`src/sv/btpm_ram.sv`:
```
module btpm_ram #(
	parameter int WIDTH = 8,
	parameter int DEPTH = 256,
	parameter int AW = $clog2(DEPTH)
) (
	input  logic             clk,
	input  logic             we,
	input  logic [AW-1:0]    waddr,
	input  logic [WIDTH-1:0] wdata,
	input  logic [AW-1:0]    raddr,
	output logic [WIDTH-1:0] rdata
);

	logic [WIDTH-1:0] mem [DEPTH];

	always_ff @(posedge clk) begin
		if (we) begin
			mem[waddr] <= wdata;
		end
		rdata <= mem[raddr];
	end

endmodule

```
`config.mk`:
```
export PLATFORM = sky130hd
export DESIGN_NAME = btpm_ram
export DESIGN_NICKNAME = d
export VERILOG_FILES = /design/src/sv/btpm_ram.sv
export SDC_FILE = /design/constraint.sdc
export NUM_CORES = 2
export LEC_CHECK = 0
export BUFFER_PORTS_ARGS = -buffer_cell sky130_fd_sc_hd__buf_2
export CAP_MARGIN = 20
export CORE_UTILIZATION = 45
export CTS_BUF_LIST = sky130_fd_sc_hd__clkbuf_4 sky130_fd_sc_hd__clkbuf_8
export DETAILED_ROUTE_END_ITERATION = 12
export PLACE_DENSITY_LB_ADDON = 0.3
export SLEW_MARGIN = 30
export SYNTH_ARGS = -nofsm -noshare
export SYNTH_HDL_FRONTEND = slang
export SYNTH_SLANG_ARGS = --single-unit
```
`constraint.sdc`:
```
create_clock -name clk -period 3.73 [get_ports clk]
set_clock_uncertainty 0.15 [all_clocks]
set_input_delay 0.746 -clock clk [delete_from_list [all_inputs] [get_ports clk]]
set_output_delay 0.746 -clock clk [all_outputs]
set_load 0.05 [all_outputs]
```
==> qor.yml <==
fmax_mhz: 335
num_rows: 153
gp_congestion: 0.896
rr_startpoint: "mem[83][4]$_DFFE_PP_"
synth.most_common_cell: "edfxtp_1"
dp_slack_ns: -0.354
rsz0062_at_grt: "false"
yosys.area.top_type: "edfxtp_1"
wl_um: 204000
synth.avg_cell_area_um2: 21.3
synthTopCellsByArea: "edfxtp_1 77%, mux4_2 13%, mux2i_1 1.7%"
setup_ws_ns: 0.741
ys_types: 55
viasPerCell: 5.91
grt_first_pass_wirelength_um: 295000
core_region_area_um2: 175000
ir_drop_mv: 0.400
post_cts_buffers: 0
cp.arrival_ns: 3.72
vias: 41400
r2r_slack_ns: 0.89
first_pass_iters: 5
initial_core_util_pct: 45.5
ys.flop_type: "edfxtp_1"
hold_path_depth: 1
grt_usage_pct: 23.0
area_delta_synth_final_pct: 16.3
power_density_nw_per_um2: 509
grt_max_degree: 108
cts_max_level: 5
clockBufferDepth: 4
status: "finished clean"
die_area_um2: 178000
synth_top_area_share_pct: 77.3
finalCritPeriodShare_pct: 80.1
required_ns: 4.46
grt_overflow: 0
critPathLaunchType: "input pin"
synthesis.area_um2: 79600
first_global_vias: 41600
r2r-end: "rdata[4]$_DFF_P_"
min_period_ns: 2.99
yosysWarnings: 0
power_leakage_nw: 29.8
clk_latency_ns: 1.08
die_w_um: 422
synth_edf_count: 2048
drive_above_1_share_pct: 33.7
worstMarginPinSlew_ns: 1.01
io_pins: 34
synth_cells: 3733
drt-initial-drc-count: 4848
async_reset_ff_share_pct: 0
min_to: "mem[81][2]$_DFFE_PP_"
critPathCaptureType: "flip-flop"
ff2ff_path_depth: 5
fin_nets: 4454
total_power_mw: 47.1
cts_resized: 0
slew_headroom_pct: 33.0
gr-usage-met3_pct: 4.81
crit_fanout: 43
hold_viol: 0
numCtsBuffers: 347
place_hpwl_um: 130000
crit_type: "in -> reg"
hold_class: "in -> reg"
synth_nets: 3759
portBuffers: 33
synth_seq_area_share_pct: 77.5
antenna_found_initial: 14
clk_pin_slew_ns: 0.06
synth_common_cells: "2,048 x edfxtp_1, 454 x mux4_2, 282 x nor2_1, 134 x mux2i_1, 133 x a22oi_1"
grtUsageMet2_pct: 34.8
drv_cap: 0
ys_ff_latch: 2056
setup_viol: 0
ant_nets: 0
root_buffer: "clkbuf_8"
slew_viol_final: 0
dieHeight_um: 422
cts_tree: "done"
worstHoldStart: "wdata[2]"
drc: 0
numClockSinks: 2056
top_usage_layer: "met2"
grt_use_met1_pct: 33.3
wire_per_inst_um: 29.2
[worst max-delay path by stage]
stage,slack [ns],endpoint,startpoint,cells past startpoint
after detailed placement,-0.35,rdata[4]$_DFF_P_,raddr[0],9
after global routing,0.71,rdata[4]$_DFF_P_,raddr[0],11
final,0.74,rdata[4]$_DFF_P_,raddr[0],9
after CTS,0.68,rdata[3],rdata[3]$_DFF_P_,1
after floorplan,0.90,rdata[2]$_DFF_P_,raddr[0],9
after global placement,-0.78,rdata[1]$_DFF_P_,raddr[1],10
[registers in the layout, indices dropped and copies added, names as in the netlist]
| signal | flops |
|---|---|
| mem | 2048 |
| rdata | 8 |
[per-layer routing]
metal	wire, µm	part of all wire, %	vias up
li1	-	-	17100
met1	83800	41	21800
met2	95500	47	2033
met3	18600	9.1	356
met4	6290	3.1	2
met5	19	0.0093	-
[critical path, stage by stage]
cell and delay, ns:
buf_8 0.16, buf_12 0.26, buf_12 0.35, mux4_2 0.58
a22oi_1 0.34, a21oi_1 0.18, nor4_1 0.75, buf_4 0.25
nor4_1 0.05
[cell usage in the layout, fill, tap and decap left out, types with 28 or more instances in the layout]
| master | instances |
|---|---|
| a21oi_1 | 96 |
| o221ai_1 | 46 |
| nand2_1 | 33 |
| buf_12 | 50 |
| nor2b_1 | 28 |
| buf_4 | 496 |
| mux4_2 | 454 |
| mux2i_1 | 134 |
| nand3_1 | 31 |
| clkbuf_8 | 356 |
| clkinv_1 | 73 |
| o22ai_1 | 28 |
| a22oi_1 | 133 |
| nor2_1 | 279 |
| clkbuf_4 | 109 |
| edfxtp_1 | 2048 |
| clkinv_2 | 33 |
[cells by family after synthesis]
family	after synthesis	share of synthesized area, %
AO/OA/AOI/OAI	385	3.42
buffers and inverters	235	1.83
AND/OR/NAND/NOR	466	2.63
multiplexers	591	14.6
flip-flops	2056	77.5
[report_power, final]
group,internal [mW],switching (mW)
logic,0.961,1.62
registers,25.5,0.0556
clock network,10.3,8.68
total,36.8,10.4
[stage by stage]
stage          std cells  setup TNS, ns  hold WS [ns]  instance area [µm²]  util (%)
2_1_floorplan       3733              0         0.620                79600         -
3_3_place_gp        6400          -1.96         0.917                86100      49.2
3_5_place_dp        6402         -0.835         0.905                86100      49.3
4_1_cts             6987              0        0.0209                92500      52.9
5_1_grt             6989              0       0.00397                92500      52.9
6_report            6994              0        0.0155                92500      52.9
[layout make-up]
| cell class | count | area (µm²) |
|---|---|---|
| tap | 2325 | 2910 |
| inverter | 2 | 7.51 |
| timing repair buffer | 579 | 5000 |
| antenna | 7 | 17.5 |
| sequential | 2056 | 61700 |
| fill | 13500 | 82200 |
| clock buffer | 463 | 5690 |
| clock inverter | 120 | 724 |
| multi-input combinational | 1442 | 16500 |
[what timing repair did]
| item | 4_1_cts | 5_1_grt |
|---|---|---|
| endpoints found under the setup margin | 0 | 0 |
| endpoints found under the hold margin | 48 | 0 |
| hold buffers | 2 | 0 |
Power figures use the tool's default switching activity.
