$ cat config.mk
export PLATFORM = sky130hd
export DESIGN_NAME = btpm_walk
export DESIGN_NICKNAME = d
export VERILOG_FILES = /design/src/sv/btpm_pkg.sv /design/src/sv/btpm_walk.sv
export SDC_FILE = /design/constraint.sdc
export NUM_CORES = 1
export LEC_CHECK = 0
export ABC_AREA = 1
export ABC_CLOCK_PERIOD_IN_PS = 2100
export BUFFER_PORTS_ARGS = -buffer_cell sky130_fd_sc_hd__buf_4
export CAP_MARGIN = 20
export CELL_PAD_IN_SITES_DETAIL_PLACEMENT = 0
export CELL_PAD_IN_SITES_GLOBAL_PLACEMENT = 1
export CORE_UTILIZATION = 36
export DETAILED_ROUTE_END_ITERATION = 10
export PLACE_DENSITY_LB_ADDON = 0.1
export SLEW_MARGIN = 20
export SYNTH_ARGS = -nofsm -noshare
export SYNTH_HDL_FRONTEND = slang
export SYNTH_SLANG_ARGS = --single-unit
export TNS_END_PERCENT = 20
$ cat constraint.sdc
create_clock -name clk -period 2.1 [get_ports clk]
set_input_delay 0.21 -clock clk [delete_from_list [all_inputs] [get_ports clk]]
set_output_delay 0.21 -clock clk [all_outputs]
set_load 0.05 [all_outputs]
$ cat src/sv/btpm_pkg.sv
package btpm_pkg;

	localparam int NODE_COUNT = 4096;
	localparam int IDX_W = $clog2(NODE_COUNT);
	localparam int FREE_W = IDX_W + 1;
	localparam int DOM_W = 16;
	localparam int ADDR_W = 32;
	localparam int LEN_W = 6;
	localparam logic [LEN_W-1:0] LEVELS = LEN_W'(ADDR_W);
	localparam logic [FREE_W-1:0] POOL_END = FREE_W'(NODE_COUNT);

	localparam logic [1:0] FUNC_LOOKUP = 2'd0;
	localparam logic [1:0] FUNC_ADD = 2'd1;
	localparam logic [1:0] FUNC_CLEAR = 2'd2;

	localparam logic [1:0] ST_OK = 2'd0;
	localparam logic [1:0] ST_BAD_LEN = 2'd1;
	localparam logic [1:0] ST_POOL_FULL = 2'd2;

	typedef struct packed {
		logic is_prefix;
		logic [DOM_W-1:0] domain;
		logic [1:0][IDX_W-1:0] child;
	} node_t;

	localparam int NODE_W = $bits(node_t);

	localparam node_t EMPTY_NODE = '{is_prefix: 1'b0, domain: '0, child: '0};
	localparam node_t FRESH_NODE = '{is_prefix: 1'b0, domain: '1, child: '0};

	typedef struct packed {
		logic valid;
		logic [DOM_W-1:0] domain;
		logic matched;
		logic [1:0] status;
	} result_t;

endpackage

$ cat src/sv/btpm_walk.sv
module btpm_walk (
	input  logic                                 clk,
	input  logic                                 arst_n,
	input  logic                                 start,
	output logic                                 busy,
	input  logic [1:0]                           func,
	input  logic [btpm_pkg::ADDR_W-1:0]          address,
	input  logic [btpm_pkg::LEN_W-1:0]           prefix_len,
	input  logic [btpm_pkg::DOM_W-1:0]           domain_in,
	input  logic [btpm_pkg::DOM_W-1:0]           no_match,
	output btpm_pkg::result_t                    result,
	output logic                                 ram_we,
	output logic [btpm_pkg::IDX_W-1:0]           ram_waddr,
	output btpm_pkg::node_t                      ram_wdata,
	output logic [btpm_pkg::IDX_W-1:0]           ram_raddr,
	input  btpm_pkg::node_t                      ram_rdata
);

	localparam logic [1:0] S_IDLE = 2'd0;
	localparam logic [1:0] S_LOOK = 2'd1;
	localparam logic [1:0] S_ADD = 2'd2;

	// Where the node under the walk comes from.
	localparam logic [1:0] SRC_ROOT = 2'd0;
	localparam logic [1:0] SRC_RAM = 2'd1;
	localparam logic [1:0] SRC_FRESH = 2'd2;

	logic [1:0] state_q;
	logic [1:0] src_q;
	logic [btpm_pkg::LEN_W-1:0] lvl_q;
	logic [btpm_pkg::LEN_W-1:0] len_q;
	logic [btpm_pkg::ADDR_W-1:0] addr_q;
	logic [btpm_pkg::DOM_W-1:0] dom_q;
	logic [btpm_pkg::IDX_W-1:0] cur_q;
	logic [btpm_pkg::FREE_W-1:0] free_q;
	logic [btpm_pkg::DOM_W-1:0] best_q;
	logic hit_q;
	btpm_pkg::node_t root_q;
	btpm_pkg::result_t res_q;

	btpm_pkg::node_t node;
	btpm_pkg::node_t wnode;
	logic bit_sel;
	logic [btpm_pkg::IDX_W-1:0] nxt;
	logic nxt_none;
	logic pool_full;
	logic at_len;
	logic at_depth;
	logic hit_now;
	logic hit_n;
	logic [btpm_pkg::DOM_W-1:0] best_n;
	logic wr_cur;

	assign busy = (state_q != S_IDLE);
	assign result = res_q;

	always_comb begin
		case (src_q)
			SRC_ROOT:  node = root_q;
			SRC_RAM:   node = ram_rdata;
			default:   node = btpm_pkg::FRESH_NODE;
		endcase
		bit_sel = addr_q[btpm_pkg::ADDR_W-1];
		nxt = node.child[bit_sel];
		nxt_none = (nxt == '0);
		pool_full = (free_q == btpm_pkg::POOL_END);
		at_len = (lvl_q == len_q);
		at_depth = (lvl_q == btpm_pkg::LEVELS);
		hit_now = (src_q != SRC_ROOT) && node.is_prefix;
		best_n = hit_now ? node.domain : best_q;
		hit_n = hit_q | hit_now;

		// An add writes back at most the node it stands on, so one write port suffices.
		wnode = node;
		wr_cur = 1'b0;
		if (state_q == S_ADD) begin
			if (at_len) begin
				wnode.is_prefix = 1'b1;
				wnode.domain = dom_q;
				wr_cur = 1'b1;
			end else if (nxt_none) begin
				wr_cur = 1'b1;
				if (!pool_full) begin
					wnode.child[bit_sel] = free_q[btpm_pkg::IDX_W-1:0];
				end
			end
		end

		ram_we = wr_cur && (src_q != SRC_ROOT);
		ram_waddr = cur_q;
		ram_wdata = wnode;
		ram_raddr = nxt;
	end

	always_ff @(posedge clk or negedge arst_n) begin
		if (!arst_n) begin
			state_q <= S_IDLE;
			src_q <= SRC_ROOT;
			lvl_q <= '0;
			len_q <= '0;
			addr_q <= '0;
			dom_q <= '0;
			cur_q <= '0;
			free_q <= btpm_pkg::FREE_W'(1);
			best_q <= '0;
			hit_q <= 1'b0;
			root_q <= btpm_pkg::EMPTY_NODE;
			res_q <= '0;
		end else begin
			res_q.valid <= 1'b0;
			case (state_q)
				S_IDLE: begin
					if (start) begin
						src_q <= SRC_ROOT;
						lvl_q <= '0;
						cur_q <= '0;
						addr_q <= address;
						len_q <= prefix_len;
						dom_q <= domain_in;
						best_q <= no_match;
						hit_q <= 1'b0;
						case (func)
							btpm_pkg::FUNC_LOOKUP: begin
								state_q <= S_LOOK;
							end
							btpm_pkg::FUNC_ADD: begin
								if (prefix_len inside {[6'd1:6'd32]}) begin
									state_q <= S_ADD;
								end else begin
									res_q <= '{valid: 1'b1, domain: '0, matched: 1'b0,
										status: btpm_pkg::ST_BAD_LEN};
								end
							end
							btpm_pkg::FUNC_CLEAR: begin
								root_q <= btpm_pkg::EMPTY_NODE;
								free_q <= btpm_pkg::FREE_W'(1);
								res_q <= '{valid: 1'b1, domain: '0, matched: 1'b0,
									status: btpm_pkg::ST_OK};
							end
							default: begin
								res_q <= '{valid: 1'b1, domain: '0, matched: 1'b0,
									status: btpm_pkg::ST_OK};
							end
						endcase
					end
				end
				S_LOOK: begin
					best_q <= best_n;
					hit_q <= hit_n;
					if (at_depth || nxt_none) begin
						state_q <= S_IDLE;
						res_q <= '{valid: 1'b1, domain: best_n, matched: hit_n,
							status: btpm_pkg::ST_OK};
					end else begin
						src_q <= SRC_RAM;
						lvl_q <= lvl_q + 1'b1;
						addr_q <= addr_q << 1;
					end
				end
				S_ADD: begin
					if (wr_cur && (src_q == SRC_ROOT)) begin
						root_q <= wnode;
					end
					if (at_len) begin
						state_q <= S_IDLE;
						res_q <= '{valid: 1'b1, domain: '0, matched: 1'b0,
							status: btpm_pkg::ST_OK};
					end else if (!nxt_none) begin
						cur_q <= nxt;
						src_q <= SRC_RAM;
						lvl_q <= lvl_q + 1'b1;
						addr_q <= addr_q << 1;
					end else if (pool_full) begin
						state_q <= S_IDLE;
						res_q <= '{valid: 1'b1, domain: '0, matched: 1'b0,
							status: btpm_pkg::ST_POOL_FULL};
					end else begin
						// The new node is held as fresh until it is written on the next step.
						cur_q <= free_q[btpm_pkg::IDX_W-1:0];
						src_q <= SRC_FRESH;
						free_q <= free_q + 1'b1;
						lvl_q <= lvl_q + 1'b1;
						addr_q <= addr_q << 1;
					end
				end
				default: begin
					state_q <= S_IDLE;
				end
			endcase
		end
	end

	a_done_idle: assert property (@(posedge clk) disable iff (!arst_n)
		res_q.valid |-> state_q == S_IDLE)
		else $error("result strobe while a walk is still running");

	a_free_range: assert property (@(posedge clk) disable iff (!arst_n)
		free_q != '0 && free_q <= btpm_pkg::POOL_END)
		else $error("free node counter out of range");

	a_write_add: assert property (@(posedge clk) disable iff (!arst_n)
		ram_we |-> state_q == S_ADD && src_q != SRC_ROOT)
		else $error("node memory written outside an add");

	a_look_depth: assert property (@(posedge clk) disable iff (!arst_n)
		state_q == S_LOOK |-> lvl_q <= btpm_pkg::LEVELS)
		else $error("lookup walked past the last address bit");

	a_match_ok: assert property (@(posedge clk) disable iff (!arst_n)
		res_q.valid && res_q.matched |-> res_q.status == btpm_pkg::ST_OK)
		else $error("match reported with an error status");

endmodule

==> key figures <==
Outcome
  • Run status: complete, but fails checks
  • Failing checks: negative setup slack

Yosys
  • Mapped Nets: 1353
  • Top post-synthesis cells by count: nand2_1 (455), dfrtp_1 (166), nand3_1 (113), nor2_1 (57), inv_1 (52)
  • Synth Warn #: 0
  • Synth Flop Type: dfrtp_1
  • Yosys cell types: 35
  • Biggest area consumer among synthesized cells: dfrtp_1
  • Seq cells post-synth: 167
  • Mean area per synthesized cell: 7.55 um2
  • Synth async-reset ratio: 1.00
  • Share of the synthesized area in the top cell type: 0.448
  • Sequential area share after synthesis: 0.450
  • Cell Area, Synth: 0.00928 mm2
  • Top post-synthesis cells by area: dfrtp_1 (45%), nand2_1 (18%), nand3_1 (6.1%), mux2i_1 (3.3%), a21oi_1 (2.8%)
  • Most numerous cell in the Yosys netlist: nand2_1
  • Post-synth EDFFs: 0
  • Cells after synthesis: 1229

Floorplan
  • I/O pin total: 203
  • Area of the core: 0.0253 mm2
  • Site Rows: 58
  • DIE AREA: 0.0264 mm2
  • Die Ht: 163 um
  • Chip width: 163 um
  • Initial core utilization: 0.367

Setup path
  • Reg2Reg Launch Point: src_q[0]
  • Worst reg2reg endpoint: lvl_q[5]
  • Worst setup path endpoint: ram_wdata[23]
  • Worst Path Required: 1.89 ns
  • WS Path Type: reg2out
  • Crit. Startpoint: src_q[0]
  • CP endpoint kind: output pin
  • CP arrival: 2.44 ns
  • Register-to-Register Path Depth: 16
  • R2R setup slack: -0.28 ns
  • CP max FO: 12
  • Worst setup SP type: flip-flop

Timing
  • Final setup vio count: 177
  • Final WS setup: -0.545 ns
  • Tightest Pin Transition: 0.490 ns
  • Fmax: 0.378 GHz
  • WHS: 0.0310 ns
  • Min Tclk post-route: 2.65 ns
  • Total negative setup slack: -48.93 ns
  • Max_slew headroom: 0.670
  • Fin. Hold Viols: 0
  • Fin crit share: 1.26
  • Max-slew violations: 0
  • Worst clock skew: 0.0183 ns
  • RSZ-0062 raised after global routing: yes

Pwr
  • Worst vdd ir: 0.833 mV
  • PwrDens: 1290 mW/mm2
  • Leak: 7.29 nW

Clock tree
  • H-tree Lvls: 4
  • CTS root buf: clkbuf_16
  • CTS max path bufs: 2
  • Clk_lat worst skew: 0.44 ns
  • CTS Buf Count: 17
  • CTS tree: done
  • Clock Sinks: 167
  • CTS clk-pin slew, worst paths: 0.08 ns

Routing
  • TritonRoute pass-1 iters: 5
  • ANT nets after route: 0
  • Vias: 9654
  • Vias per cell: 4.98
  • WL/cell: 16.0 um
  • 1st-iter DRT viols: 668
  • DRC: 0
  • Final WL: 31100 um

Hold path
  • Worst min-delay path category: in2reg

Final layout
  • Ratio of cells with drive above 1 in the final layout: 0.384
  • Post-layout nets: 1721
  • Antenna cell count: 0
  • Area Growth Syn to Fin: 57.9%

Job
  • Max Cap Violations: 0

GRT
  • Pin count of the biggest net entering global routing: 70
  • Met1 Use GR: 0.359
  • Vias in the first global route: 9073
  • Met2 Use GR: 0.349
  • GR Util All Layers: 0.236
  • Grt total ovfl: 0
  • Met3 usage: 0.0367
  • GR peak layer: met1
  • Initial antenna violation count: 0
  • First-pass GRT wire length: 48900 um

Place
  • RePlAce Congestion: 0.831
  • HPWL Detailed: 22200 um
  • Port Buffers: 202
[worst min-delay path by stage]
stage | startpoint | to | slack (ns) | cells after the start
2_1_floorplan | arst_n | addr_q[0] | -0.09 | 0
3_5_place_dp | arst_n | root_q[17] | 0.09 | 1
6_report | address[0] | addr_q[0] | 0.03 | 3
5_1_grt | address[24] | addr_q[24] | 0.04 | 3
3_3_place_gp | arst_n | root_q[4] | 0.09 | 1
4_1_cts | address[0] | addr_q[0] | 0.02 | 3
[layer usage]
layer	share of wire	wire length (um)
met5	0	0
met4	0.011	341
met3	0.053	1650
met2	0.44	13700
met1	0.49	15400
[layout make-up]
type / count / area [um2]
Inverter: 59 / 238
Fill cell: 2377 / 10600
Multi-Input combinational cell: 930 / 5310
Tap cell: 330 / 413
Sequential cell: 167 / 4180
Clock inverter: 14 / 144
Clock buffer: 18 / 439
Timing Repair Buffer: 422 / 3930
[report_power, final]
group / leakage, nW / switching [mW] / total [mW] / internal, mW
clock: 0.290 / 1.55 / 3.17 / 1.63
sequential: 2.19 / 0.520 / 4.62 / 4.10
combinational: 4.82 / 6.48 / 11.1 / 4.59
total: 7.29 / 8.55 / 18.9 / 10.3
[per-stage QoR]
stage	util	instances	power (mW)	cell area, um2	setup WS (ns)
after CTS	0.553	1929	18.0	14000	-0.570
after floorplan	-	1229	10.5	9580	-0.142
after detailed placement	0.506	1873	14.3	12800	-0.505
final	0.580	1940	18.9	14700	-0.545
after global placement	0.506	1873	14.2	12800	-0.485
after global routing	0.580	1940	20.0	14700	-0.665
[layout by cell type, fill, tap and decap left out, types with 11 or more instances in the layout]
cell type      Yosys  final
nand3_4            0     12
clkbuf_16          0     20
buf_4              8    312
buf_6              7     29
nor2_1            57     48
nand2_2            3     32
dfrtp_1          166    164
nand3_1          113     68
o21ai_0           31     25
xor2_1            13     13
nor3_1            25     24
a21oi_1           51     36
dlygate4sd3_1      0     20
inv_1             52     43
a21oi_2            0     14
or2_4              0     11
nand3_2            7     40
buf_8              0     35
mux2i_1           31     31
o21ai_1           51     56
o22ai_2            0     12
o211ai_1          16     16
buf_12             0     23
nand2_1          455    420
[cells by family after synthesis]
kind of cell,count (synthesis),share of synthesized area
AO/OA/AOI/OAI,186,0.112
XOR/XNOR,15,0.0142
adder cells (fa/ha/maj),8,0.0108
buffers and inverters,132,0.0647
flip-flops,167,0.450
multiplexers,31,0.0334
AND/OR/NAND/NOR,690,0.314
[registers in the layout, indices dropped and copies added, names as in the netlist]
| name | flops |
|---|---|
| free_q | 13 |
| result | 20 |
| best_q | 16 |
| src_q | 2 |
| root_q | 41 |
| dom_q | 16 |
| len_q | 6 |
| ram_waddr | 12 |
| state_q | 2 |
| hit_q | 1 |
| lvl_q | 6 |
| addr_q | 32 |
[critical path, cell delays in order (launching register included)]
cell and delay [ns]:
dfrtp_2 0.45, nor2_4 0.09, clkbuf_16 0.18, nand2_2 0.07, nand3_1 0.09, nand2_2 0.11, nand2_2 0.08, nor2_4 0.12
nand3_4 0.13, nor2_8 0.17, buf_12 0.15, nand3_1 0.10, nand2_2 0.12, buf_8 0.15
[timing repair]
action,4_1_cts,5_1_grt
setup endpoints to repair,191,181
endpoints found under the hold margin,90,0
pin swaps,4,18
hold buffers,20,0
setup buffers,4,7
cloned,0,4
gates resized for setup,100,142
(Power assumes the default switching activity.)
